[config.mk]
export PLATFORM = sky130hd
export DESIGN_NAME = accel_event_gravity_separator
export DESIGN_NICKNAME = d
export VERILOG_FILES = /design/src/hw/rtl/aegs_pkg.sv /design/src/hw/rtl/aegs_front.sv /design/src/hw/rtl/aegs_back.sv /design/src/hw/rtl/accel_event_gravity_separator.sv
export VERILOG_INCLUDE_DIRS = /design/src /design/src/hw/rtl
export SDC_FILE = /design/constraint.sdc
export NUM_CORES = 2
export LEC_CHECK = 0
export BUFFER_PORTS_ARGS = -buffer_cell sky130_fd_sc_hd__buf_2
export CAP_MARGIN = 25
export CORE_MARGIN = 10
export CORE_UTILIZATION = 58
export DETAILED_ROUTE_END_ITERATION = 7
export PLACE_DENSITY = 0.81
export SYNTH_ARGS = -nofsm -noshare
export SYNTH_HDL_FRONTEND = slang
export SYNTH_SLANG_ARGS = --single-unit
[constraint.sdc]
create_clock -name clk_i -period 12.37 [get_ports clk_i]
set_input_delay 2.474 -clock clk_i [delete_from_list [all_inputs] [get_ports clk_i]]
set_output_delay 2.474 -clock clk_i [all_outputs]
set_load 0.05 [all_outputs]
[src/hw/rtl/accel_event_gravity_separator_macros.svh]
// assertion macros for the accel event gravity separator
// used by the rtl files that carry concurrent checks; no other dependency
`ifndef ACCEL_EVENT_GRAVITY_SEPARATOR_MACROS_SVH
`define ACCEL_EVENT_GRAVITY_SEPARATOR_MACROS_SVH
`ifndef SYNTHESIS
`define AEGS_ASSERT(lbl, clk, rst_n, prop, msg) \
  lbl: assert property (@(posedge clk) disable iff (!rst_n) (prop)) else $error(msg);
`define AEGS_ASSERT_NEVER(lbl, clk, rst_n, cond, msg) \
  lbl: assert property (@(posedge clk) disable iff (!rst_n) !(cond)) else $error(msg);
`else
`define AEGS_ASSERT(lbl, clk, rst_n, prop, msg)
`define AEGS_ASSERT_NEVER(lbl, clk, rst_n, cond, msg)
`endif
`endif

[src/hw/rtl/aegs_pkg.sv]
// shared types, codes and constants of the accel event gravity separator
// no dependencies
`default_nettype none

package aegs_pkg;

  localparam int unsigned SAMPLE_WIDTH_DEF    = 16;
  localparam int unsigned ALPHA_FRAC_BITS_DEF = 16;

  localparam int unsigned OP_W       = 3;
  localparam int unsigned KIND_W     = 3;
  localparam int unsigned VALUE_W    = 25;
  localparam int unsigned STAMP_W    = 63;
  localparam int unsigned SID_W      = 5;
  localparam int unsigned GRAV_W     = 32;
  localparam int unsigned SAT_IN_W   = 34;
  localparam int unsigned AXES       = 3;
  localparam int unsigned AXIS_W     = 2;
  localparam int unsigned CFG_IDX_W  = 2;
  localparam int unsigned CFG_DATA_W = 16;
  localparam int unsigned QUEUE_DEPTH = 4;
  localparam int unsigned OUT_DATA_W = 144;

  localparam logic [CFG_DATA_W-1:0] ALPHA_RESET = 16'd52429;

  localparam logic signed [VALUE_W-1:0] VALUE_MAX = 25'sh0FFFFFF;
  localparam logic signed [VALUE_W-1:0] VALUE_MIN = 25'sh1000000;
  // one g of significant motion, 8 fraction bits
  localparam logic signed [VALUE_W-1:0] MOTION_X  = 25'sd256;

  typedef enum logic [OP_W-1:0] {
    OP_X       = 3'd0,
    OP_Y       = 3'd1,
    OP_Z       = 3'd2,
    OP_SYNC    = 3'd3,
    OP_GESTURE = 3'd4,
    OP_FLUSH   = 3'd5
  } op_e;

  typedef enum logic [KIND_W-1:0] {
    KIND_ACCEL        = 3'd0,
    KIND_LINEAR       = 3'd1,
    KIND_MOTION       = 3'd2,
    KIND_FLUSH_DONE   = 3'd3,
    KIND_FLUSH_REJECT = 3'd4
  } kind_e;

  typedef enum logic [1:0] {
    CLS_SAMPLE  = 2'd0,
    CLS_SYNC    = 2'd1,
    CLS_GESTURE = 2'd2,
    CLS_FLUSH   = 2'd3
  } cls_e;

  typedef enum logic [CFG_IDX_W-1:0] {
    CFG_ALPHA  = 2'd0,
    CFG_ACCEL  = 2'd1,
    CFG_LINEAR = 2'd2,
    CFG_MOTION = 2'd3
  } cfg_idx_e;

  typedef struct packed {
    cls_e                 cls;
    logic [AXIS_W-1:0]    axis;
    logic [STAMP_W-1:0]   stamp;
    logic [SID_W-1:0]     sid;
  } item_t;

  typedef struct packed {
    logic en_accel;
    logic en_linear;
    logic arm_we;
    logic arm_val;
  } cfg_t;

  typedef struct packed {
    kind_e                      kind;
    logic signed [VALUE_W-1:0]  x_value;
    logic signed [VALUE_W-1:0]  y_value;
    logic signed [VALUE_W-1:0]  z_value;
    logic [STAMP_W-1:0]         stamp;
    logic [SID_W-1:0]           flushed_sensor;
    logic                       last;
  } result_t;

endpackage

`default_nettype wire

[src/hw/rtl/aegs_front.sv]
// front end: takes input requests, decodes the op and queues the used ones for the back end
// depends on aegs_pkg
`default_nettype none

module aegs_front #(
  parameter int unsigned SAMPLE_WIDTH = aegs_pkg::SAMPLE_WIDTH_DEF
) (
  input  wire logic                              clk_i,
  input  wire logic                              rst_ni,
  input  wire logic                              in_valid_i,
  output logic                                   in_ready_o,
  input  wire logic [aegs_pkg::OP_W-1:0]         op_i,
  input  wire logic signed [SAMPLE_WIDTH-1:0]    sample_i,
  input  wire logic [aegs_pkg::STAMP_W-1:0]      stamp_i,
  input  wire logic [aegs_pkg::SID_W-1:0]        sid_i,
  output logic                                   head_valid_o,
  output aegs_pkg::item_t                        head_o,
  output logic signed [SAMPLE_WIDTH-1:0]         head_sample_o,
  input  wire logic                              pop_i
);

  localparam int unsigned DEPTH = aegs_pkg::QUEUE_DEPTH;
  localparam int unsigned PTR_W = $clog2(DEPTH);

  aegs_pkg::item_t                 mem_q [DEPTH];
  logic signed [SAMPLE_WIDTH-1:0]  smp_q [DEPTH];
  logic [PTR_W-1:0]                wr_q, rd_q;
  logic [PTR_W:0]                  cnt_q;

  aegs_pkg::item_t item_d;
  logic            used;
  logic            push;

  // classify; unused ops are taken and dropped here
  always_comb begin
    item_d.axis  = op_i[aegs_pkg::AXIS_W-1:0];
    item_d.stamp = stamp_i;
    item_d.sid   = sid_i;
    item_d.cls   = aegs_pkg::CLS_SAMPLE;
    used         = 1'b1;
    case (op_i)
      aegs_pkg::OP_X, aegs_pkg::OP_Y, aegs_pkg::OP_Z: item_d.cls = aegs_pkg::CLS_SAMPLE;
      aegs_pkg::OP_SYNC:    item_d.cls = aegs_pkg::CLS_SYNC;
      aegs_pkg::OP_GESTURE: item_d.cls = aegs_pkg::CLS_GESTURE;
      aegs_pkg::OP_FLUSH:   item_d.cls = aegs_pkg::CLS_FLUSH;
      default:              used = 1'b0;
    endcase
  end

  assign in_ready_o    = (cnt_q != (PTR_W+1)'(DEPTH));
  assign push          = in_valid_i && in_ready_o && used;
  assign head_valid_o  = (cnt_q != '0);
  assign head_o        = mem_q[rd_q];
  assign head_sample_o = smp_q[rd_q];

  always_ff @(posedge clk_i or negedge rst_ni) begin
    if (!rst_ni) begin
      wr_q  <= '0;
      rd_q  <= '0;
      cnt_q <= '0;
    end else begin
      if (push) begin
        wr_q <= wr_q + PTR_W'(1);
      end
      if (pop_i) begin
        rd_q <= rd_q + PTR_W'(1);
      end
      cnt_q <= cnt_q + (PTR_W+1)'(push) - (PTR_W+1)'(pop_i);
    end
  end

  always_ff @(posedge clk_i) begin
    if (push) begin
      mem_q[wr_q] <= item_d;
      smp_q[wr_q] <= sample_i;
    end
  end

endmodule

`default_nettype wire

[src/hw/rtl/aegs_back.sv]
// back end: gravity filter, axis state, report builder and output register
// depends on aegs_pkg and accel_event_gravity_separator_macros.svh
`default_nettype none
`include "accel_event_gravity_separator_macros.svh"

module aegs_back #(
  parameter int unsigned SAMPLE_WIDTH    = aegs_pkg::SAMPLE_WIDTH_DEF,
  parameter int unsigned ALPHA_FRAC_BITS = aegs_pkg::ALPHA_FRAC_BITS_DEF
) (
  input  wire logic                           clk_i,
  input  wire logic                           rst_ni,
  input  wire logic                           head_valid_i,
  input  wire aegs_pkg::item_t                head_i,
  input  wire logic signed [SAMPLE_WIDTH-1:0] head_sample_i,
  output logic                                pop_o,
  input  wire logic [ALPHA_FRAC_BITS:0]       alpha_i,
  input  wire aegs_pkg::cfg_t                 cfg_i,
  output logic                                res_valid_o,
  output aegs_pkg::result_t                   res_o,
  input  wire logic                           res_ready_i
);

  localparam int unsigned GW  = aegs_pkg::GRAV_W;
  localparam int unsigned DW  = GW + 1;
  localparam int unsigned PW  = ALPHA_FRAC_BITS + 2 + DW;
  localparam int unsigned SIW = aegs_pkg::SAT_IN_W;
  localparam int unsigned VW  = aegs_pkg::VALUE_W;
  localparam int unsigned AX  = aegs_pkg::AXES;
  localparam int unsigned AXW = aegs_pkg::AXIS_W;
  localparam logic signed [PW-1:0] ROUND_HALF =
    {{(PW-ALPHA_FRAC_BITS){1'b0}}, 1'b1, {(ALPHA_FRAC_BITS-1){1'b0}}};

  function automatic logic signed [VW-1:0] sat_value(input logic signed [SIW-1:0] v);
    logic signed [VW-1:0] r;
    if (v > SIW'(aegs_pkg::VALUE_MAX)) begin
      r = aegs_pkg::VALUE_MAX;
    end else if (v < SIW'(aegs_pkg::VALUE_MIN)) begin
      r = aegs_pkg::VALUE_MIN;
    end else begin
      r = v[VW-1:0];
    end
    return r;
  endfunction

  logic signed [SAMPLE_WIDTH-1:0] latest_q [AX];
  logic signed [GW-1:0]           grav_q   [AX];
  logic signed [VW-1:0]           lin_q    [AX];
  logic                           armed_q, armed_d;
  logic                           phase_q, phase_d;

  logic                           e1_valid_q;
  logic [AXW-1:0]                 e1_axis_q;
  logic signed [GW-1:0]           e1_s8_q;
  logic signed [PW-1:0]           e1_prod_q;

  logic                           out_valid_q;
  aegs_pkg::result_t              out_q, res_d;

  logic signed [GW-1:0]           grav_sel, s8;
  logic signed [DW-1:0]           diff;
  logic signed [PW-1:0]           prod;
  logic signed [PW-1:0]           acc, shifted;
  logic signed [GW-1:0]           grav_new;
  logic signed [DW-1:0]           lin_diff;
  logic signed [VW-1:0]           lin_new;
  logic signed [SIW-1:0]          lat_ext  [AX];
  logic signed [VW-1:0]           accel_val [AX];

  logic hazard, out_free, out_load, lat_we, e1_load, filt_on;

  // filter front half: g' = s + (a * (g - s) + half) >> frac
  always_comb begin
    grav_sel = '0;
    for (int i = 0; i < AX; i++) begin
      if (head_i.axis == AXW'(i)) begin
        grav_sel = grav_q[i];
      end
    end
    s8   = {(GW-8)'(head_sample_i), 8'h00};
    diff = DW'(grav_sel) - DW'(s8);
    prod = $signed({1'b0, alpha_i}) * diff;
  end

  // filter back half from the e1 registers; the result is written in the cycle after the front half
  always_comb begin
    acc      = e1_prod_q + ROUND_HALF;
    shifted  = acc >>> ALPHA_FRAC_BITS;
    grav_new = e1_s8_q + GW'(shifted);
    lin_diff = DW'(e1_s8_q) - DW'(grav_new);
    lin_new  = sat_value(SIW'(lin_diff));
  end

  always_comb begin
    for (int i = 0; i < AX; i++) begin
      lat_ext[i]   = SIW'(latest_q[i]);
      lat_ext[i]   = lat_ext[i] <<< 8;
      accel_val[i] = sat_value(lat_ext[i]);
    end
  end

  assign filt_on  = cfg_i.en_linear || armed_q;
  assign out_free = !out_valid_q || res_ready_i;
  assign hazard   = e1_valid_q &&
                    ((head_i.cls == aegs_pkg::CLS_SAMPLE && head_i.axis == e1_axis_q) ||
                     head_i.cls == aegs_pkg::CLS_SYNC);

  always_comb begin
    pop_o    = 1'b0;
    out_load = 1'b0;
    lat_we   = 1'b0;
    e1_load  = 1'b0;
    phase_d  = phase_q;
    armed_d  = armed_q;
    res_d    = '0;
    res_d.stamp = head_i.stamp;
    if (head_valid_i && !hazard) begin
      case (head_i.cls)
        aegs_pkg::CLS_SAMPLE: begin
          pop_o   = 1'b1;
          lat_we  = 1'b1;
          e1_load = filt_on;
        end
        aegs_pkg::CLS_SYNC: begin
          if (!cfg_i.en_accel && !cfg_i.en_linear) begin
            pop_o = 1'b1;
          end else if (out_free) begin
            out_load = 1'b1;
            if (!phase_q && cfg_i.en_accel) begin
              res_d.kind    = aegs_pkg::KIND_ACCEL;
              res_d.x_value = accel_val[0];
              res_d.y_value = accel_val[1];
              res_d.z_value = accel_val[2];
              res_d.last    = !cfg_i.en_linear;
              if (cfg_i.en_linear) begin
                phase_d = 1'b1;
              end else begin
                pop_o = 1'b1;
              end
            end else begin
              res_d.kind    = aegs_pkg::KIND_LINEAR;
              res_d.x_value = lin_q[0];
              res_d.y_value = lin_q[1];
              res_d.z_value = lin_q[2];
              res_d.last    = 1'b1;
              phase_d       = 1'b0;
              pop_o         = 1'b1;
            end
          end
        end
        aegs_pkg::CLS_GESTURE: begin
          if (out_free) begin
            out_load      = 1'b1;
            res_d.kind    = aegs_pkg::KIND_MOTION;
            res_d.x_value = aegs_pkg::MOTION_X;
            res_d.last    = 1'b1;
            armed_d       = 1'b0;
            pop_o         = 1'b1;
          end
        end
        aegs_pkg::CLS_FLUSH: begin
          if (out_free) begin
            out_load   = 1'b1;
            res_d.kind = (cfg_i.en_accel || cfg_i.en_linear || armed_q) ?
                         aegs_pkg::KIND_FLUSH_DONE : aegs_pkg::KIND_FLUSH_REJECT;
            res_d.flushed_sensor = head_i.sid;
            res_d.last = 1'b1;
            pop_o      = 1'b1;
          end
        end
        default: pop_o = 1'b1;
      endcase
    end
    if (cfg_i.arm_we) begin
      armed_d = cfg_i.arm_val;
    end
  end

  always_ff @(posedge clk_i or negedge rst_ni) begin
    if (!rst_ni) begin
      for (int i = 0; i < AX; i++) begin
        latest_q[i] <= '0;
        grav_q[i]   <= '0;
        lin_q[i]    <= '0;
      end
      armed_q     <= 1'b0;
      phase_q     <= 1'b0;
      e1_valid_q  <= 1'b0;
      out_valid_q <= 1'b0;
    end else begin
      for (int i = 0; i < AX; i++) begin
        if (lat_we && head_i.axis == AXW'(i)) begin
          latest_q[i] <= head_sample_i;
        end
        if (e1_valid_q && e1_axis_q == AXW'(i)) begin
          grav_q[i] <= grav_new;
          lin_q[i]  <= lin_new;
        end
      end
      armed_q    <= armed_d;
      phase_q    <= phase_d;
      e1_valid_q <= e1_load;
      if (out_load) begin
        out_valid_q <= 1'b1;
      end else if (res_ready_i) begin
        out_valid_q <= 1'b0;
      end
    end
  end

  always_ff @(posedge clk_i) begin
    if (e1_load) begin
      e1_axis_q <= head_i.axis;
      e1_s8_q   <= s8;
      e1_prod_q <= prod;
    end
    if (out_load) begin
      out_q <= res_d;
    end
  end

  assign res_valid_o = out_valid_q;
  assign res_o       = out_q;

  `AEGS_ASSERT_NEVER(a_same_axis_raw, clk_i, rst_ni, e1_valid_q && pop_o && head_i.cls == aegs_pkg::CLS_SAMPLE && head_i.axis == e1_axis_q, "sample issued over pending gravity write")
  `AEGS_ASSERT(a_sync_waits, clk_i, rst_ni, e1_valid_q && head_valid_i && head_i.cls == aegs_pkg::CLS_SYNC |-> !out_load && !pop_o, "sync read stale linear values")
  `AEGS_ASSERT(a_phase_sync, clk_i, rst_ni, phase_q |-> head_valid_i && head_i.cls == aegs_pkg::CLS_SYNC && cfg_i.en_linear, "second report phase without pending sync")
  `AEGS_ASSERT(a_gesture_disarm, clk_i, rst_ni, pop_o && head_i.cls == aegs_pkg::CLS_GESTURE && !cfg_i.arm_we |=> !armed_q, "gesture left motion armed")
  `AEGS_ASSERT(a_no_overwrite, clk_i, rst_ni, out_load |-> !out_valid_q || res_ready_i, "result register overwritten")

endmodule

`default_nettype wire

[src/hw/rtl/accel_event_gravity_separator.sv]
// top level of the accel event gravity separator: ports, config registers, front and back
// depends on aegs_pkg, aegs_front and aegs_back
//
//   channel   direction  tdata (low bit up)                               tuser  tlast
//   s_axis    in         sample, event_time, sensor_id, zero pad          op     -
//   m_axis    out        x_value, y_value, z_value, stamp, flushed_sensor kind   last
//   cfg       in         write enable, register index, write data         -      -
//
// one request per cycle in while the queue has room; results leave through a registered output stage
// a filtered axis sample stalls the next request when that is a sample on the same axis
// or a sync: the gravity write trails the registered filter multiplier
// a sync with both reports enabled holds the back end for its accel report and then its linear report
// a four-entry queue splits front and back; s_axis_tready_o drops only when it is full
// reset clears all state but the queue entries and the e1 and output data registers at once, no clearing pass
`default_nettype none

module accel_event_gravity_separator #(
  parameter int unsigned SAMPLE_WIDTH    = aegs_pkg::SAMPLE_WIDTH_DEF,
  parameter int unsigned ALPHA_FRAC_BITS = aegs_pkg::ALPHA_FRAC_BITS_DEF,
  localparam int unsigned IN_DATA_W =
    ((SAMPLE_WIDTH + aegs_pkg::STAMP_W + aegs_pkg::SID_W + 7) / 8) * 8
) (
  input  wire logic                                 clk_i,
  input  wire logic                                 rst_ni,
  input  wire logic                                 s_axis_tvalid_i,
  output logic                                      s_axis_tready_o,
  // sample, event_time, sensor_id
  input  wire logic [IN_DATA_W-1:0]                 s_axis_tdata_i,
  // op
  input  wire logic [aegs_pkg::OP_W-1:0]            s_axis_tuser_i,
  output logic                                      m_axis_tvalid_o,
  input  wire logic                                 m_axis_tready_i,
  // x_value, y_value, z_value, stamp, flushed_sensor
  output logic [aegs_pkg::OUT_DATA_W-1:0]           m_axis_tdata_o,
  // kind
  output logic [aegs_pkg::KIND_W-1:0]               m_axis_tuser_o,
  output logic                                      m_axis_tlast_o,
  input  wire logic                                 cfg_we_i,
  input  wire logic [aegs_pkg::CFG_IDX_W-1:0]       cfg_idx_i,
  input  wire logic [aegs_pkg::CFG_DATA_W-1:0]      cfg_data_i
);

  localparam int unsigned AW = ALPHA_FRAC_BITS + 1;
  localparam int unsigned CW = (AW > aegs_pkg::CFG_DATA_W) ? AW : aegs_pkg::CFG_DATA_W;
  localparam logic [CW-1:0] ALPHA_ONE = CW'(1) << ALPHA_FRAC_BITS;
  localparam logic [AW-1:0] ALPHA_RST_SAT =
    (CW'(aegs_pkg::ALPHA_RESET) > ALPHA_ONE) ? AW'(ALPHA_ONE) : AW'(aegs_pkg::ALPHA_RESET);
  localparam int unsigned ST_LO  = SAMPLE_WIDTH;
  localparam int unsigned SID_LO = SAMPLE_WIDTH + aegs_pkg::STAMP_W;

  logic [AW-1:0]   alpha_q, alpha_d;
  logic [CW-1:0]   data_ext;
  logic            en_accel_q, en_linear_q;
  aegs_pkg::cfg_t  cfg;

  logic                           head_valid, pop;
  aegs_pkg::item_t                head;
  logic signed [SAMPLE_WIDTH-1:0] head_sample;
  aegs_pkg::result_t              res;

  // alpha above one saturates at write time
  always_comb begin
    data_ext = CW'(cfg_data_i);
    alpha_d  = (data_ext > ALPHA_ONE) ? AW'(ALPHA_ONE) : AW'(data_ext);
  end

  always_ff @(posedge clk_i or negedge rst_ni) begin
    if (!rst_ni) begin
      alpha_q     <= ALPHA_RST_SAT;
      en_accel_q  <= 1'b0;
      en_linear_q <= 1'b0;
    end else if (cfg_we_i) begin
      case (cfg_idx_i)
        aegs_pkg::CFG_ALPHA:  alpha_q     <= alpha_d;
        aegs_pkg::CFG_ACCEL:  en_accel_q  <= cfg_data_i[0];
        aegs_pkg::CFG_LINEAR: en_linear_q <= cfg_data_i[0];
        default: ;
      endcase
    end
  end

  assign cfg.en_accel  = en_accel_q;
  assign cfg.en_linear = en_linear_q;
  assign cfg.arm_we    = cfg_we_i && (cfg_idx_i == aegs_pkg::CFG_MOTION);
  assign cfg.arm_val   = cfg_data_i[0];

  aegs_front #(
    .SAMPLE_WIDTH (SAMPLE_WIDTH)
  ) u_front (
    .clk_i         (clk_i),
    .rst_ni        (rst_ni),
    .in_valid_i    (s_axis_tvalid_i),
    .in_ready_o    (s_axis_tready_o),
    .op_i          (s_axis_tuser_i),
    .sample_i      ($signed(s_axis_tdata_i[SAMPLE_WIDTH-1:0])),
    .stamp_i       (s_axis_tdata_i[ST_LO +: aegs_pkg::STAMP_W]),
    .sid_i         (s_axis_tdata_i[SID_LO +: aegs_pkg::SID_W]),
    .head_valid_o  (head_valid),
    .head_o        (head),
    .head_sample_o (head_sample),
    .pop_i         (pop)
  );

  aegs_back #(
    .SAMPLE_WIDTH    (SAMPLE_WIDTH),
    .ALPHA_FRAC_BITS (ALPHA_FRAC_BITS)
  ) u_back (
    .clk_i         (clk_i),
    .rst_ni        (rst_ni),
    .head_valid_i  (head_valid),
    .head_i        (head),
    .head_sample_i (head_sample),
    .pop_o         (pop),
    .alpha_i       (alpha_q),
    .cfg_i         (cfg),
    .res_valid_o   (m_axis_tvalid_o),
    .res_o         (res),
    .res_ready_i   (m_axis_tready_i)
  );

  assign m_axis_tdata_o = {1'b0, res.flushed_sensor, res.stamp,
                           res.z_value, res.y_value, res.x_value};
  assign m_axis_tuser_o = res.kind;
  assign m_axis_tlast_o = res.last;

endmodule

`default_nettype wire

==> impl_metrics.env <==
export IMPL_layout_nets=5486
export IMPL_crit_path_end_kind="register"
export IMPL_cts_setup_buffers=0
export IMPL_rows=109
export IMPL_ios=264
export IMPL_fp_dieArea_um2=101900
export IMPL_path_max_fanout=25
export IMPL_ys_seq_elements=798
export IMPL_top_usage_layer="met2"
export IMPL_yosysWarnings=0
export IMPL_totalWireLength_um=132600
export IMPL_wl_per_cell_um=22.33
export IMPL_fmax_mhz=87.70
export IMPL_worstPathRequired_ns=12.73
export IMPL_final_fill_count=6450
export IMPL_setup_ws_ns=0.9676
export IMPL_finalHoldViolations=0
export IMPL_insertion_delay_ns=0.64
export IMPL_cts_tree="yes"
export IMPL_cts_buffers=81
export IMPL_crit_slowest_cell="a311oi_1"
export IMPL_critPathMaxStageDelay_ns=0.82
export IMPL_root_buffer="clkbuf_16"
export IMPL_avgSynthCellArea_um2=11.57
export IMPL_grt_pass1_wl_um=207200
export IMPL_gr_total_overflow=0
export IMPL_cp_num_buf_inv=5
export IMPL_cts_max_path_buffers=3
export IMPL_holdBufCountCts=0
export IMPL_synthFlopType="edfxtp_1"
export IMPL_rsz0062_at_grt="false"
export IMPL_first_global_vias=36830
export IMPL_fin_util_pct=64.60
export IMPL_rr_worst_depth=35
export IMPL_core_um2=88650
export IMPL_drv_slew=0
export IMPL_drv_cap=0
export IMPL_min_period_ns=11.40
export IMPL_outcome="complete, no violations"
export IMPL_drive_gt1_share_pct=13.87
export IMPL_dieWidth_um=319.1
export IMPL_drc=0
export IMPL_multi_input_area_um2=25980
export IMPL_hp_class="register to register"
export IMPL_initial_core_util_pct=58.55
export IMPL_antenna_found_initial=17
export IMPL_synth_area_um2=51900
export IMPL_clkTransAtPathRegs_ns=0.06
export IMPL_worstHoldStart="u_back.grav_q[26]"
export IMPL_reg2reg_to="u_back.e1_prod_q[42]"
export IMPL_hpwl_um=89220
export IMPL_reg2reg_from="u_front.rd_q[1]"
export IMPL_die_height_um=319.1
export IMPL_min_period_over_period_pct=92.18
export IMPL_io_buffers=258
export IMPL_synth_cell_types=83
export IMPL_grt_max_degree=127
export IMPL_hold_depth=2
export IMPL_grt_util_all_layers_pct=25.83
export IMPL_ff2ff_setup_slack_ns=0.97
export IMPL_gp_congestion=0.8948
export IMPL_seqCellArea_um2=22740
export IMPL_tightestPinTransition_ns=1.042
export IMPL_drt_iter0_drc=3321
export IMPL_fin_skew_ns=0.03855
export IMPL_syn_nets=5278
export IMPL_syn_inst=4484
export IMPL_arrival_ns=11.76
export IMPL_hold_end="u_back.grav_q[26]"
export IMPL_max_slew_margin_rel_pct=30.19
export IMPL_cpLargestDelayFamily="compound AO/OA/AOI/OAI gates"
export IMPL_setup_tns_ns=0
export IMPL_cts_resized=0
export IMPL_viasPerCell=5.906
export IMPL_grt_use_met1_pct=31.49
export IMPL_synthArstFlopShare_pct=31.08
export IMPL_startpoint_type="register"
export IMPL_ant_nets=0
export IMPL_grt_met3_usage_pct=5.047
export IMPL_ys_seq_area_share_pct=43.80
export IMPL_via_count=35070
export IMPL_worst_setup_path_type="register to register"
export IMPL_drt_first_pass_iters=6
export IMPL_grt_use_met2_pct=44.39
export IMPL_area_growth_pct=10.34
export IMPL_synth_edf_count=550
export IMPL_place_ws_ns=1.257
export IMPL_finalSetupViolCount=0
export IMPL_htree_levels=3
export IMPL_numClockSinks=798
-- cell usage in the layout, fill, tap and decap left out, drive strengths merged, types with 10 or more instances in the layout --
cell type  count
nand2        696
fa           487
buf          324
o211ai        82
ha           193
o21ai        206
xor2          44
clkinv        29
nor2b         33
edfxtp       550
nor3          28
clkbuf       108
or3           16
mux2i         34
diode         15
a31oi         13
a21oi        116
xnor2         88
dfrtp        239
nor2         101
o21bai        10
inv          662
and2         237
nand3         44
nand4         19
and3          34
mux2          55
mux4          88
o31ai         11
a21o          34
o21a          14
nand2b        34
-- how the worst max path moves through the flow --
stage	depth (start not counted)	from	to	slack [ns]
floorplan	39	u_front.rd_q[0]	u_back.e1_prod_q[42]	2.05
detailed placement	35	u_front.rd_q[1]	u_back.e1_prod_q[42]	1.26
global placement	36	u_front.rd_q[1]	u_back.e1_prod_q[42]	1.34
CTS	35	u_front.rd_q[1]	u_back.e1_prod_q[42]	1.18
finish	35	u_front.rd_q[1]	u_back.e1_prod_q[42]	0.97
global route	36	u_front.rd_q[1]	u_back.e1_prod_q[42]	0.44
-- worst register-to-register path, delay by kind of cell, from the launching register on --
family | cells | cell delay [ns]
AOI/OAI and AO/OA | 14 | 3.70
adders and majority gates | 7 | 3.09
and+or+nand+nor | 6 | 1.15
buffers and inverters | 5 | 0.93
xor gates and xnor gates | 2 | 0.82
muxes | 1 | 0.75
DFF | 1 | 0.69
-- kinds of logic after synthesis --
family                   after synthesis  synth area share, %
flip-flops                           798                43.80
adder cells (fa/ha/maj)              680                23.44
buffers and inverters                856                6.306
XOR/XNOR                             132                2.242
other                                  1             0.007225
AO/OA/AOI/OAI                        561                7.032
AND/OR/NAND/NOR                     1279                11.51
multiplexers                         177                5.668
-- synth_stat cells (44+ instances only) --
library cell / count / area [um^2]
nand2_1: 696 / 2613
inv_1: 657 / 2466
edfxtp_1: 550 / 16520
fa_1: 487 / 9749
dfrtp_1: 239 / 5981
and2_1: 237 / 1483
o21ai_0: 197 / 986.0
ha_1: 193 / 2415
clkbuf_1: 169 / 634.4
a21oi_1: 116 / 580.6
nor2_1: 101 / 379.1
mux4_2: 88 / 1982
xnor2_1: 87 / 762.0
o211ai_1: 63 / 473.0
mux2_2: 55 / 619.3
nand3_1: 44 / 220.2
xor2_1: 44 / 385.4
-- area by class of cell --
type / instances / area share, %
Multi-Input combinational cell: 2830 / 45.36
Sequential cell: 798 / 39.71
Inverter: 657 / 4.315
Clock buffer: 108 / 3.860
Timing Repair Buffer: 324 / 3.336
Tap cell: 1165 / 2.545
Clock inverter: 42 / 0.8084
Antenna cell: 15 / 0.06554
-- sequential cells by signal, indices dropped and copies added, names as in the netlist, 2 cells and up --
signal            flops
u_front.mem_q       288
u_back.res_o        147
u_back.grav_q        96
u_back.lin_q         75
u_front.smp_q        64
u_back.lat_ext       48
u_back.e1_prod_q     33
alpha_q              16
u_back.e1_s8_q       16
u_front.cnt_q         3
u_back.e1_axis_q      2
u_front.rd_q          2
u_front.wr_q          2
-- stage by stage --
stage / cell area, um^2 / hold WS, ns / cells
2_1_floorplan: 51900 / 0.4492 / 4484
3_3_place_gp: 54380 / 0.4610 / 5765
3_5_place_dp: 54400 / 0.4698 / 5768
4_1_cts: 57070 / 0.4825 / 5918
5_1_grt: 57270 / 0.4974 / 5938
6_report: 57270 / 0.4776 / 5939
-- layer usage --
layer / vias to the layer above / routed length, um
met4: 6 / 6197
met5: - / 39
met1: 17780 / 48970
met3: 367 / 10300
met2: 1638 / 67110
li1: 15290 / -
Power is left out: the tool's default activity adds up to more than one toggle a clock period on the data nets, which glitch-free logic cannot reach.
